<file path="config.mk">
export PLATFORM = sky130hd
export DESIGN_NAME = gyro_rotation_rate_conditioner
export DESIGN_NICKNAME = d
export VERILOG_FILES = /design/src/hw/rtl/grc_pkg.sv /design/src/hw/rtl/grc_axis_select.sv /design/src/hw/rtl/grc_state_stage.sv /design/src/hw/rtl/grc_result_stage.sv /design/src/hw/rtl/gyro_rotation_rate_conditioner.sv
export SDC_FILE = /design/constraint.sdc
export NUM_CORES = 2
export LEC_CHECK = 0
export ABC_AREA = 0
export ABC_CLOCK_PERIOD_IN_PS = 9900
export BUFFER_PORTS_ARGS = -buffer_cell sky130_fd_sc_hd__buf_4
export CELL_PAD_IN_SITES_DETAIL_PLACEMENT = 0
export CELL_PAD_IN_SITES_GLOBAL_PLACEMENT = 1
export CORE_MARGIN = 10
export CORE_UTILIZATION = 40
export CTS_BUF_LIST = sky130_fd_sc_hd__clkbuf_8 sky130_fd_sc_hd__clkbuf_16
export DETAILED_ROUTE_END_ITERATION = 8
export HOLD_SLACK_MARGIN = 0.15
export PLACE_DENSITY_LB_ADDON = 0.05
export SYNTH_ARGS = -nofsm -noshare
export SYNTH_HDL_FRONTEND = slang
export SYNTH_SLANG_ARGS = --single-unit
</file>
<file path="constraint.sdc">
create_clock -name i_clk -period 9.9 [get_ports i_clk]
set_input_delay 1.98 -clock i_clk [delete_from_list [all_inputs] [get_ports i_clk]]
set_output_delay 1.98 -clock i_clk [all_outputs]
set_load 0.005 [all_outputs]
</file>
<file path="src/hw/rtl/grc_pkg.sv">
// Shared types, register codes and reset values for the gyro rate conditioner.
package grc_pkg;

    localparam int RATE_W   = 16;
    localparam int ACC_W    = 24;
    localparam int FRAC_W   = 8;
    localparam int CNT_W    = 4;
    localparam int THR_W    = 12;
    localparam int WGT_W    = 9;
    localparam int RPM_W    = 13;
    localparam int CFG_IDX_W = 3;
    localparam int CFG_DAT_W = 12;

    // register indexes on the configuration port
    localparam logic [CFG_IDX_W-1:0] CFG_AXIS_SEL   = 3'd0;
    localparam logic [CFG_IDX_W-1:0] CFG_EMA_WEIGHT = 3'd1;
    localparam logic [CFG_IDX_W-1:0] CFG_DEAD_BAND  = 3'd2;
    localparam logic [CFG_IDX_W-1:0] CFG_DIR_THR    = 3'd3;
    localparam logic [CFG_IDX_W-1:0] CFG_MOVE_THR   = 3'd4;
    localparam logic [CFG_IDX_W-1:0] CFG_STOP_LIMIT = 3'd5;
    localparam logic [CFG_IDX_W-1:0] CFG_BRAKE_FLR  = 3'd6;

    // axis select codes
    localparam logic [1:0] AXIS_AUTO = 2'd0;
    localparam logic [1:0] AXIS_X    = 2'd1;
    localparam logic [1:0] AXIS_Y    = 2'd2;
    localparam logic [1:0] AXIS_Z    = 2'd3;

    // reset values
    localparam logic [1:0]       RST_AXIS_SEL   = AXIS_Z;
    localparam logic [WGT_W-1:0] RST_EMA_WEIGHT = 9'd64;
    localparam logic [THR_W-1:0] RST_DEAD_BAND  = 12'd48;
    localparam logic [THR_W-1:0] RST_DIR_THR    = 12'd58;
    localparam logic [THR_W-1:0] RST_MOVE_THR   = 12'd58;
    localparam logic [CNT_W-1:0] RST_STOP_LIMIT = 4'd3;
    localparam logic [THR_W-1:0] RST_BRAKE_FLR  = 12'd16;

    localparam logic [WGT_W-1:0] WEIGHT_ONE = 9'd256;
    localparam logic [CNT_W-1:0] CNT_MAX    = 4'd15;
    // floor(x/6) == (x * RECIP6) >> 18 for all x below 2^17
    localparam logic [15:0]      RECIP6     = 16'd43691;

    typedef struct packed {
        logic [1:0]       axis_sel;
        logic [WGT_W-1:0] ema_weight;
        logic [THR_W-1:0] dead_band;
        logic [THR_W-1:0] dir_thr;
        logic [THR_W-1:0] move_thr;
        logic [CNT_W-1:0] stop_limit;
        logic [THR_W-1:0] brake_floor;
    } t_cfg;

    typedef struct packed {
        logic              zero;
        logic [RATE_W-1:0] rate;
        logic [RATE_W-1:0] mag;
    } t_sel;

    typedef struct packed {
        logic [RATE_W-1:0] raw_mag;
        logic [RATE_W-1:0] srate;
        logic [RATE_W-1:0] smag;
        logic [RPM_W-1:0]  rpm;
        logic              cw;
        logic              moving;
    } t_res;

    function automatic logic [RATE_W:0] abs16(input logic [RATE_W-1:0] v);
        logic signed [RATE_W:0] e;
        e = $signed({v[RATE_W-1], v});
        return e[RATE_W] ? (RATE_W+1)'(-e) : (RATE_W+1)'(e);
    endfunction

endpackage

</file>
<file path="src/hw/rtl/grc_axis_select.sv">
// Axis choice (fixed or largest magnitude) followed by the symmetric deadband.
module grc_axis_select (
    input  logic [15:0]       i_rate_x,
    input  logic [15:0]       i_rate_y,
    input  logic [15:0]       i_rate_z,
    input  grc_pkg::t_cfg     i_cfg,
    output grc_pkg::t_sel     o_sel
);

    logic [16:0] ax, ay, az, mag;
    logic [15:0] rate;
    logic        zero;

    always_comb begin
        ax = grc_pkg::abs16(i_rate_x);
        ay = grc_pkg::abs16(i_rate_y);
        az = grc_pkg::abs16(i_rate_z);
        case (i_cfg.axis_sel)
            grc_pkg::AXIS_X: rate = i_rate_x;
            grc_pkg::AXIS_Y: rate = i_rate_y;
            grc_pkg::AXIS_Z: rate = i_rate_z;
            grc_pkg::AXIS_AUTO: begin
                // ties: Z wins, then X, then Y
                if (az >= ax && az >= ay)
                    rate = i_rate_z;
                else if (ax >= ay)
                    rate = i_rate_x;
                else
                    rate = i_rate_y;
            end
            default: rate = i_rate_z;
        endcase
        mag  = grc_pkg::abs16(rate);
        zero = (mag < {5'd0, i_cfg.dead_band}) || (mag == 17'd0);
        o_sel.zero = zero;
        o_sel.rate = rate;
        o_sel.mag  = zero ? 16'd0 : mag[15:0];
    end

endmodule

</file>
<file path="src/hw/rtl/grc_state_stage.sv">
// Accumulator and zero-frame counter: EMA on live rates, halving and brake on zero.
module grc_state_stage (
    input  logic                 i_clk,
    input  logic                 i_rst_n,
    input  logic                 i_en,
    input  grc_pkg::t_sel        i_sel,
    input  grc_pkg::t_cfg        i_cfg,
    output logic signed [23:0]   o_acc,
    output logic [15:0]          o_mag
);

    logic signed [23:0] r_acc, n_acc;
    logic [3:0]         r_cnt, n_cnt;
    logic [15:0]        r_mag;

    logic [3:0]         cnt_inc;
    logic signed [23:0] half_sum, half;
    logic [23:0]        half_abs;
    logic               brake;
    logic [8:0]         w, wc;
    logic signed [25:0] p1;
    logic signed [33:0] p2, p2_sh;
    logic [25:0]        sum;

    always_comb begin
        cnt_inc  = (r_cnt == grc_pkg::CNT_MAX) ? r_cnt : r_cnt + 4'd1;
        // divide by two, truncating toward zero
        half_sum = r_acc + $signed({23'd0, r_acc[23]});
        half     = half_sum >>> 1;
        half_abs = half[23] ? 24'(-half) : 24'(half);
        brake    = (cnt_inc >= i_cfg.stop_limit) ||
                   (half_abs < {4'd0, i_cfg.brake_floor, 8'd0});

        w     = (i_cfg.ema_weight > grc_pkg::WEIGHT_ONE) ? grc_pkg::WEIGHT_ONE
                                                         : i_cfg.ema_weight;
        wc    = grc_pkg::WEIGHT_ONE - w;
        // floor((w*rate*256 + wc*acc)/256) = w*rate + (wc*acc >>> 8)
        p1    = $signed({1'b0, w}) * $signed(i_sel.rate);
        p2    = $signed({1'b0, wc}) * r_acc;
        p2_sh = p2 >>> 8;
        sum   = p1 + p2_sh[25:0];

        if (i_sel.zero) begin
            n_cnt = cnt_inc;
            n_acc = brake ? 24'sd0 : half;
        end else begin
            n_cnt = 4'd0;
            n_acc = $signed(sum[23:0]);
        end
    end

    always_ff @(posedge i_clk) begin
        if (!i_rst_n) begin
            r_acc <= 24'sd0;
            r_cnt <= 4'd0;
        end else if (i_en) begin
            r_acc <= n_acc;
            r_cnt <= n_cnt;
        end
    end

    always_ff @(posedge i_clk) begin
        if (i_en) begin
            r_mag <= i_sel.mag;
        end
    end

    assign o_acc = r_acc;
    assign o_mag = r_mag;

endmodule

</file>
<file path="src/hw/rtl/grc_result_stage.sv">
// Direction hysteresis and the result register: magnitudes, rpm and moving flag.
module grc_result_stage (
    input  logic                 i_clk,
    input  logic                 i_rst_n,
    input  logic                 i_en,
    input  logic signed [23:0]   i_acc,
    input  logic [15:0]          i_mag,
    input  grc_pkg::t_cfg        i_cfg,
    output grc_pkg::t_res        o_res
);

    logic               r_dir, n_dir;
    grc_pkg::t_res      r_res, n_res;

    logic signed [23:0] dthr;
    logic [23:0]        amag;
    logic [15:0]        smag;
    logic [31:0]        rpm_prod;

    always_comb begin
        dthr = $signed({4'd0, i_cfg.dir_thr, 8'd0});
        if (i_acc > dthr)
            n_dir = 1'b0;
        else if (i_acc < -dthr)
            n_dir = 1'b1;
        else
            n_dir = r_dir;

        amag     = i_acc[23] ? 24'(-i_acc) : 24'(i_acc);
        smag     = amag[23:8];
        rpm_prod = smag * grc_pkg::RECIP6;

        n_res.raw_mag = i_mag;
        n_res.smag    = smag;
        n_res.srate   = i_acc[23] ? 16'(-smag) : smag;
        n_res.rpm     = rpm_prod[30:18];
        n_res.cw      = n_dir;
        n_res.moving  = amag > {4'd0, i_cfg.move_thr, 8'd0};
    end

    always_ff @(posedge i_clk) begin
        if (!i_rst_n) begin
            r_dir <= 1'b0;
        end else if (i_en) begin
            r_dir <= n_dir;
        end
    end

    always_ff @(posedge i_clk) begin
        if (i_en) begin
            r_res <= n_res;
        end
    end

    assign o_res = r_res;

endmodule

</file>
<file path="src/hw/rtl/gyro_rotation_rate_conditioner.sv">
// Top level of the gyro rotation-rate conditioner.
// One three-axis sample per transaction, one result per sample. The block takes a
// transaction every cycle while o_in_stall is low; each sample is loaded into the
// input register at the accepting edge, then into the accumulator stage, then into
// the result register. The accumulator update is what sets that one-per-cycle
// figure. A stalled output only holds the stages behind it once they are full.
// Configuration writes take effect at once and should be made while no
// transaction is in flight.
module gyro_rotation_rate_conditioner (
    input  logic               i_clk,
    input  logic               i_rst_n,
    input  logic               i_in_valid,
    output logic               o_in_stall,
    input  logic [15:0]        i_rate_x,
    input  logic [15:0]        i_rate_y,
    input  logic [15:0]        i_rate_z,
    output logic               o_out_valid,
    input  logic               i_out_stall,
    output logic [15:0]        o_raw_magnitude,
    output logic signed [15:0] o_smoothed_rate,
    output logic [15:0]        o_smoothed_magnitude,
    output logic [12:0]        o_speed_rpm,
    output logic               o_is_clockwise,
    output logic               o_is_moving,
    input  logic               i_cfg_we,
    input  logic [2:0]         i_cfg_index,
    input  logic [11:0]        i_cfg_data
);

    grc_pkg::t_cfg      r_cfg;
    logic [15:0]        r_rate_x, r_rate_y, r_rate_z;
    logic               r_a_vld, r_b_vld, r_c_vld;
    logic               a_ready, b_ready, c_ready;
    logic               in_take, move_ab, move_bc;
    grc_pkg::t_sel      sel;
    grc_pkg::t_res      res;
    logic signed [23:0] acc;
    logic [15:0]        mag;

    always_comb begin
        c_ready = !r_c_vld || !i_out_stall;
        b_ready = !r_b_vld || c_ready;
        a_ready = !r_a_vld || b_ready;
        in_take = i_in_valid && a_ready;
        move_ab = r_a_vld && b_ready;
        move_bc = r_b_vld && c_ready;
    end

    assign o_in_stall = !a_ready;

    always_ff @(posedge i_clk) begin
        if (!i_rst_n) begin
            r_a_vld <= 1'b0;
            r_b_vld <= 1'b0;
            r_c_vld <= 1'b0;
        end else begin
            if (a_ready) r_a_vld <= i_in_valid;
            if (b_ready) r_b_vld <= r_a_vld;
            if (c_ready) r_c_vld <= r_b_vld;
        end
    end

    always_ff @(posedge i_clk) begin
        if (in_take) begin
            r_rate_x <= i_rate_x;
            r_rate_y <= i_rate_y;
            r_rate_z <= i_rate_z;
        end
    end

    always_ff @(posedge i_clk) begin
        if (!i_rst_n) begin
            r_cfg.axis_sel    <= grc_pkg::RST_AXIS_SEL;
            r_cfg.ema_weight  <= grc_pkg::RST_EMA_WEIGHT;
            r_cfg.dead_band   <= grc_pkg::RST_DEAD_BAND;
            r_cfg.dir_thr     <= grc_pkg::RST_DIR_THR;
            r_cfg.move_thr    <= grc_pkg::RST_MOVE_THR;
            r_cfg.stop_limit  <= grc_pkg::RST_STOP_LIMIT;
            r_cfg.brake_floor <= grc_pkg::RST_BRAKE_FLR;
        end else if (i_cfg_we) begin
            case (i_cfg_index)
                grc_pkg::CFG_AXIS_SEL:   r_cfg.axis_sel    <= i_cfg_data[1:0];
                grc_pkg::CFG_EMA_WEIGHT: r_cfg.ema_weight  <= i_cfg_data[8:0];
                grc_pkg::CFG_DEAD_BAND:  r_cfg.dead_band   <= i_cfg_data;
                grc_pkg::CFG_DIR_THR:    r_cfg.dir_thr     <= i_cfg_data;
                grc_pkg::CFG_MOVE_THR:   r_cfg.move_thr    <= i_cfg_data;
                grc_pkg::CFG_STOP_LIMIT: r_cfg.stop_limit  <= i_cfg_data[3:0];
                grc_pkg::CFG_BRAKE_FLR:  r_cfg.brake_floor <= i_cfg_data;
                default: ;
            endcase
        end
    end

    grc_axis_select u_axis (
        .i_rate_x (r_rate_x),
        .i_rate_y (r_rate_y),
        .i_rate_z (r_rate_z),
        .i_cfg    (r_cfg),
        .o_sel    (sel)
    );

    grc_state_stage u_state (
        .i_clk   (i_clk),
        .i_rst_n (i_rst_n),
        .i_en    (move_ab),
        .i_sel   (sel),
        .i_cfg   (r_cfg),
        .o_acc   (acc),
        .o_mag   (mag)
    );

    grc_result_stage u_result (
        .i_clk   (i_clk),
        .i_rst_n (i_rst_n),
        .i_en    (move_bc),
        .i_acc   (acc),
        .i_mag   (mag),
        .i_cfg   (r_cfg),
        .o_res   (res)
    );

    assign o_out_valid          = r_c_vld;
    assign o_raw_magnitude      = res.raw_mag;
    assign o_smoothed_rate      = $signed(res.srate);
    assign o_smoothed_magnitude = res.smag;
    assign o_speed_rpm          = res.rpm;
    assign o_is_clockwise       = res.cw;
    assign o_is_moving          = res.moving;

endmodule

</file>
* Yosys cells after proc, flatten, opt, wreduce, memory -nomap -nowiden
Index checks and enable logic that the tools add are counted.
** Word-level totals
- Register bits :: 222
- Input bits :: 68
- Logic and storage cells :: 99
** Cells by class
- Add/sub/neg operators :: 12
- $mul :: 3
- Magnitude comparators :: 10
- Equal/unequal tests :: 10
- Multiplexer cells :: 17
- Reductions and logical operators :: 24
** Operator list (number)
- $mux 24 :: 4
- $mux 17 :: 4
- $neg 16->17 :: 4
- $pmux 16 s4 :: 1
- $ge 17x17->1 :: 3
- $mux 16 :: 3
- $mul 10x24->32 :: 1
- $mul 16x16->31 const B :: 1
- $add 24x2->24 :: 1
- $add 24x24->24 :: 1
- $gt 24x20->1 :: 1
- $gt 24x21->1 :: 1
- $lt 24x20->1 :: 1
- $lt 24x24->1 :: 1
- $mul 10x16->24 :: 1
- $neg 20->24 :: 1
- $neg 23->24 :: 1
- $neg 24->24 :: 1
- $logic_not 17->1 :: 1
- $lt 17x12->1 :: 1
- $neg 16->16 :: 1
- $reduce_and 2->1 :: 7
- $eq 3x3->1 const B :: 3
- $gt 9x9->1 const B :: 1
- other kinds (16) :: 31

* Logic depth before layout (Yosys ltp)
- Depth in word-level cells :: 11
- Depth in mapped cells :: 48
- Mapped depth without buffers :: 46

* Cells and area by module
From an unflattened synthesis, not the netlist that was laid out.
** Second synthesis, totals
- Cell total of the unflattened synthesis :: 3535
- Area, all modules :: 32402.3 um^2
** Modules (own cells, without submodules)
- grc_state_stage :: times used 1, cells an instance 1822, area each 15904.0 um^2
- grc_result_stage :: times used 1, cells an instance 866, area each 8552.0 um^2
- gyro_rotation_rate_conditioner :: times used 1, cells an instance 292, area each 3988.8 um^2
- grc_axis_select :: times used 1, cells an instance 555, area each 3957.5 um^2

* Least setup slack after synthesis
OpenSTA, ideal clock, no wires.
- Path kind :: reg2reg
- From :: register r_cfg[60] (netlist bit)
- To :: register u_state.r_acc[23] (netlist: u_state.o_acc[23])
- Setup time :: 0.070 ns
- Arrival time :: 10.311 ns
- Data required time :: 9.830 ns
- Slack :: -0.481 ns
- Stages on the path, launching flop included :: 42
- Path through :: dfxtp_1 > clkbuf_1 > clkinv_1 > nand2_1 > nand3_1 > o21ai_0 > clkbuf_1 > nor2_1 > fa_1 > fa_1 > fa_1 > fa_1 > inv_1 > fa_1 > inv_1 > ha_1 > and3_1 > a221o_1 > (+6 left out) > fa_1 > inv_1 > fa_1 > inv_1 > fa_1 > inv_1 > ha_1 > nor2b_1 > a41oi_1 > a21oi_1 > a211o_1 > o31ai_1 > o211ai_1 > o211ai_1 > xnor2_1 > xnor2_1 > o21ai_0 > a21oi_1
** On the way
- Cells in the longest elaborated chain, start to end :: 6
- Elaborated cells on any way between the ends :: 7
- Classes of those cells :: add/sub: 2; mul: 2; order compare: 1; mux: 2
** RTL lines
- start: declaration :: line gyro_rotation_rate_conditioner.sv:30 : grc_pkg::t_cfg r_cfg;
- $gt 9x9->1 :: line grc_state_stage.sv:34 : w = (i_cfg.ema_weight > grc_pkg::WEIGHT_ONE) ? grc_pkg::WEIGHT_ONE
- $mux 9 (*) :: line grc_state_stage.sv:34
- $sub 9x9->9 :: line grc_state_stage.sv:36 : wc = grc_pkg::WEIGHT_ONE - w;
- $mul 10x24->32 :: line grc_state_stage.sv:39 : p2 = $signed({1'b0, wc}) * r_acc;
- $add 24x24->24 (*) :: line grc_state_stage.sv:41 : sum = p1 + p2_sh[25:0];
- $mux 24 (*) :: line grc_state_stage.sv:43 : if (i_sel.zero) begin
- end signal: assignment :: line grc_state_stage.sv:57 : r_acc <= n_acc;
- end: declaration :: line grc_state_stage.sv:12 : logic signed [23:0] r_acc, n_acc;
Mark *: on every way between the ends. The rest lies on a longest branch, timed or not.
A chain may end at the register's enable or synchronous reset.

* Final worst setup path
Ends and elaborated chain as after synthesis.

==> reports/metrics.csv <==
stage;metric;value;unit
worst_setup_path;worst r2r src;r_cfg[60];
synthesis;Mapped Area;31450;sq um
floorplan;core area;77720;sq um
sta;Fmax;0.1007;GHz
synthesis;sequential-to-total area share from yosys stat;18.08;%
power;Peak VDD IR;0.8858;mV
power;pwr dens;387.9;nW/um^2
final_layout;Synth-to-Final Area Change;17.59;%
route;Iteration-0 DRC Markers;1318;
placement;dpl hpwl;80840;um
floorplan;starting density of the core;40.46;%
synthesis;async set-reset flop share out of synthesis;0;%
floorplan;die area;90240;sq um
synthesis;#FFs+latches synth;221;
synthesis;Synth cell types;90;
sta;final worst-path cycle share;100.3;%
power;Pleak;17.54;nW
clocking;Clock Latency Late Sink;570;ps
placement;I/O Buffers;132;
route;DRC Markers;0;
worst_setup_path;CP arrival;10430;ps
floorplan;Ports;133;
global_routing;vias in the first global route;26221;
sta;Sum Neg Setup Slack;-33.51;ps
synthesis;top-count cell post-synth;inv_1;
floorplan;Die X;300.4;um
route;DR pass1 iterations;7;
worst_setup_path;crit path kind;flop to flop;
clocking;hold_buf cts;0;
run;total of max-cap violations;0;
route;detailed-route via count;24895;
route;final WL;97150;um
run_status;failing checks;setup timing;
route;post-route ant nets;0;
route;WL per Instance;20.04;um
synthesis;most frequent cells after synthesis;inv_1 (598), nand2_1 (395), fa_1 (388);
min_path;Hold WC Path Type;flop to flop;
min_path;Hold Crit Start;u_state.o_mag[6];
global_routing;Remaining Overflow, GRT;0;
synthesis;top-area cell type share of the netlist area;24.70;%
worst_setup_path;CP Launch Point;r_cfg[60];
synthesis;Main synth FF type;edfxtp_1;
placement;routability congestion estimate;0.8927;
sta;relative slew slack;15.23;%
sta;clock skew;15.29;ps
route;via density per instance;5.135;
sta;post-layout minimum cycle time;9934;ps
final_layout;layout cells sized above 1;16.33;%
global_routing;largest net degree at the start of global routing;79;
final_layout;diodes inserted;0;
synthesis;Synth area leader;fa_1;
clocking;clk sinks;221;
worst_setup_path;Slowest-stage cell, CP;fa_1;
clocking;clock root buffer;clkbuf_16;
clocking;Clock Path Buffers;3;
synthesis;Synth area leaders;fa_1 (25%), ha_1 (15%), edfxtp_1 (12%);
final_layout;Core Util, Final;47.58;%
global_routing;antenna violations before repair;0;
worst_setup_path;Top cell by count, worst path;fa_1;
final_layout;Layout Nets;4618;
worst_setup_path;Req. time, crit path;10400;ps
clocking;TritonCTS clock tree;yes;
floorplan;die height;300.4;um
sta;Fin. Hold Viols;0;
run_status;status;complete, but fails checks;
sta;Worst Slack Setup Final;-33.51;ps
global_routing;GRT Util Overall;21.55;%
floorplan;# rows;102;
sta;fin. max-slew vios;0;
synthesis;Post-Syn Instances;3480;
clocking;Reg clk slew, reported paths;60;ps
worst_setup_path;crit start category;flop;
clocking;total number of H-tree levels;1;
synthesis;Post-synth EDFFs;126;
worst_setup_path;CP max stage delay;560;ps
synthesis;Synthesis Warnings;0;
sta;RSZ-0062 raised after global routing;yes;
worst_setup_path;crit-path max FO;4;
synthesis;average size of a mapped cell;9.037;sq um
worst_setup_path;Critical Path End Type;flop;
sta;# setup viols final;1;
clocking;TritonCTS buffer count;27;
global_routing;first-pass GRT wire length;154000;um
sta;Worst-Margin Slew;1272;ps
## metrics by stage
step,cell area [sq um],hold WS (ps),power (W),std cells,worst slack [ps]
4_1_cts,36550,430.2,0.01437,4841,-76.94
3_5_place_dp,35390,414.7,0.01311,4788,-527.5
5_1_grt,36980,432.7,0.01622,4848,-391.3
3_3_place_gp,35390,420.4,0.01293,4788,-463.0
6_report,36980,424.9,0.01434,4848,-33.51
2_1_floorplan,31500,400.3,0.009863,3484,2.821
## sequential cells by signal, indices dropped and copies added (netlist names)
register and flops:
o_out_valid 1, r_a_vld 1, r_b_vld 1, r_cfg 63, r_rate_x 16, r_rate_y 16, r_rate_z 16, u_result.o_res 62
u_result.r_dir 1, u_state.o_acc 24, u_state.o_mag 16, u_state.r_cnt 4
## worst paths after layout
kind                                           end  slack (ps)  depth (start not counted)
worst max-delay path             u_state.o_acc[23]         -30                         42
worst min-delay path            u_result.o_res[53]         420                          0
worst max register to register   u_state.o_acc[23]         -30                         42
worst min register to register  u_result.o_res[53]         420                          0
## final cells by class
| cell class | instances | area (sq um) |
|---|---|---|
| multi-input cells | 2509 | 23530 |
| flip-flops and latches | 221 | 5692 |
| clock inverters | 22 | 211.5 |
| fillers | 7489 | 40740 |
| well taps | 1040 | 1301 |
| inverters | 600 | 2253 |
| clock buffers | 27 | 675.6 |
| repair buffers | 429 | 3318 |
## layout by cell type, fill, tap and decap left out, types with 30 or more instances in the layout
| master | n |
|---|---|
| inv_1 | 585 |
| buf_4 | 411 |
| nand2_1 | 394 |
| fa_1 | 381 |
| ha_1 | 357 |
| nor2_1 | 144 |
| xnor2_1 | 136 |
| edfxtp_1 | 126 |
| and2_1 | 102 |
| dfxtp_1 | 92 |
| o21ai_0 | 91 |
| a21oi_1 | 72 |
| nor2b_1 | 71 |
| nand3_1 | 62 |
| xor2_1 | 56 |
| a21boi_0 | 48 |
| nor3_1 | 44 |
| a31oi_1 | 39 |
| o21a_1 | 35 |
| nand2b_1 | 30 |
## metal layers
metal | track usage (%) | vias to the layer above | part of all wire (%)
met4 | 3.275 | 0 | 1.6
met3 | 2.206 | 77 | 3.7
met2 | 36.90 | 497 | 48
met5 | 0 | - | 0
li1 | - | 11976 | -
met1 | 29.59 | 12345 | 47
## timing repair
item,CTS,global route
pin swaps,60,103
endpoints found under the setup margin,10,13
resized for setup,57,94
setup buffers,4,7
## critical path, delay by kind of cell (launching register included)
| kind | cells | cell delay (ps) |
|---|---|---|
| AOI/OAI and AO/OA | 13 | 2810 |
| xor gates and xnor gates | 4 | 620 |
| adders and majority gates | 10 | 4430 |
| buffers and inverters | 8 | 560 |
| DFF | 1 | 400 |
| and+or+nand+nor | 7 | 1040 |
## kinds of logic after synthesis
| family | share of synthesized area, % |
|---|---|
| multiplexers | 0.8951 |
| flip-flops | 18.08 |
| buffers and inverters | 9.170 |
| adder cells (fa/ha/maj) | 39.58 |
| AO/OA/AOI/OAI | 11.24 |
| XOR/XNOR | 5.621 |
| other | 0.02388 |
| AND/OR/NAND/NOR | 15.39 |
## where the power goes
group / internal [W] / total, W / leakage, nW / switching (W)
combinational: 0.00534 / 0.0119 / 15.1 / 0.00651
sequential: 0.00136 / 0.00147 / 1.97 / 0.000118
clock: 0.000580 / 0.00102 / 0.447 / 0.000439
total: 0.00728 / 0.0143 / 17.5 / 0.00706
Note: power is estimated with default switching activity, not from simulation.
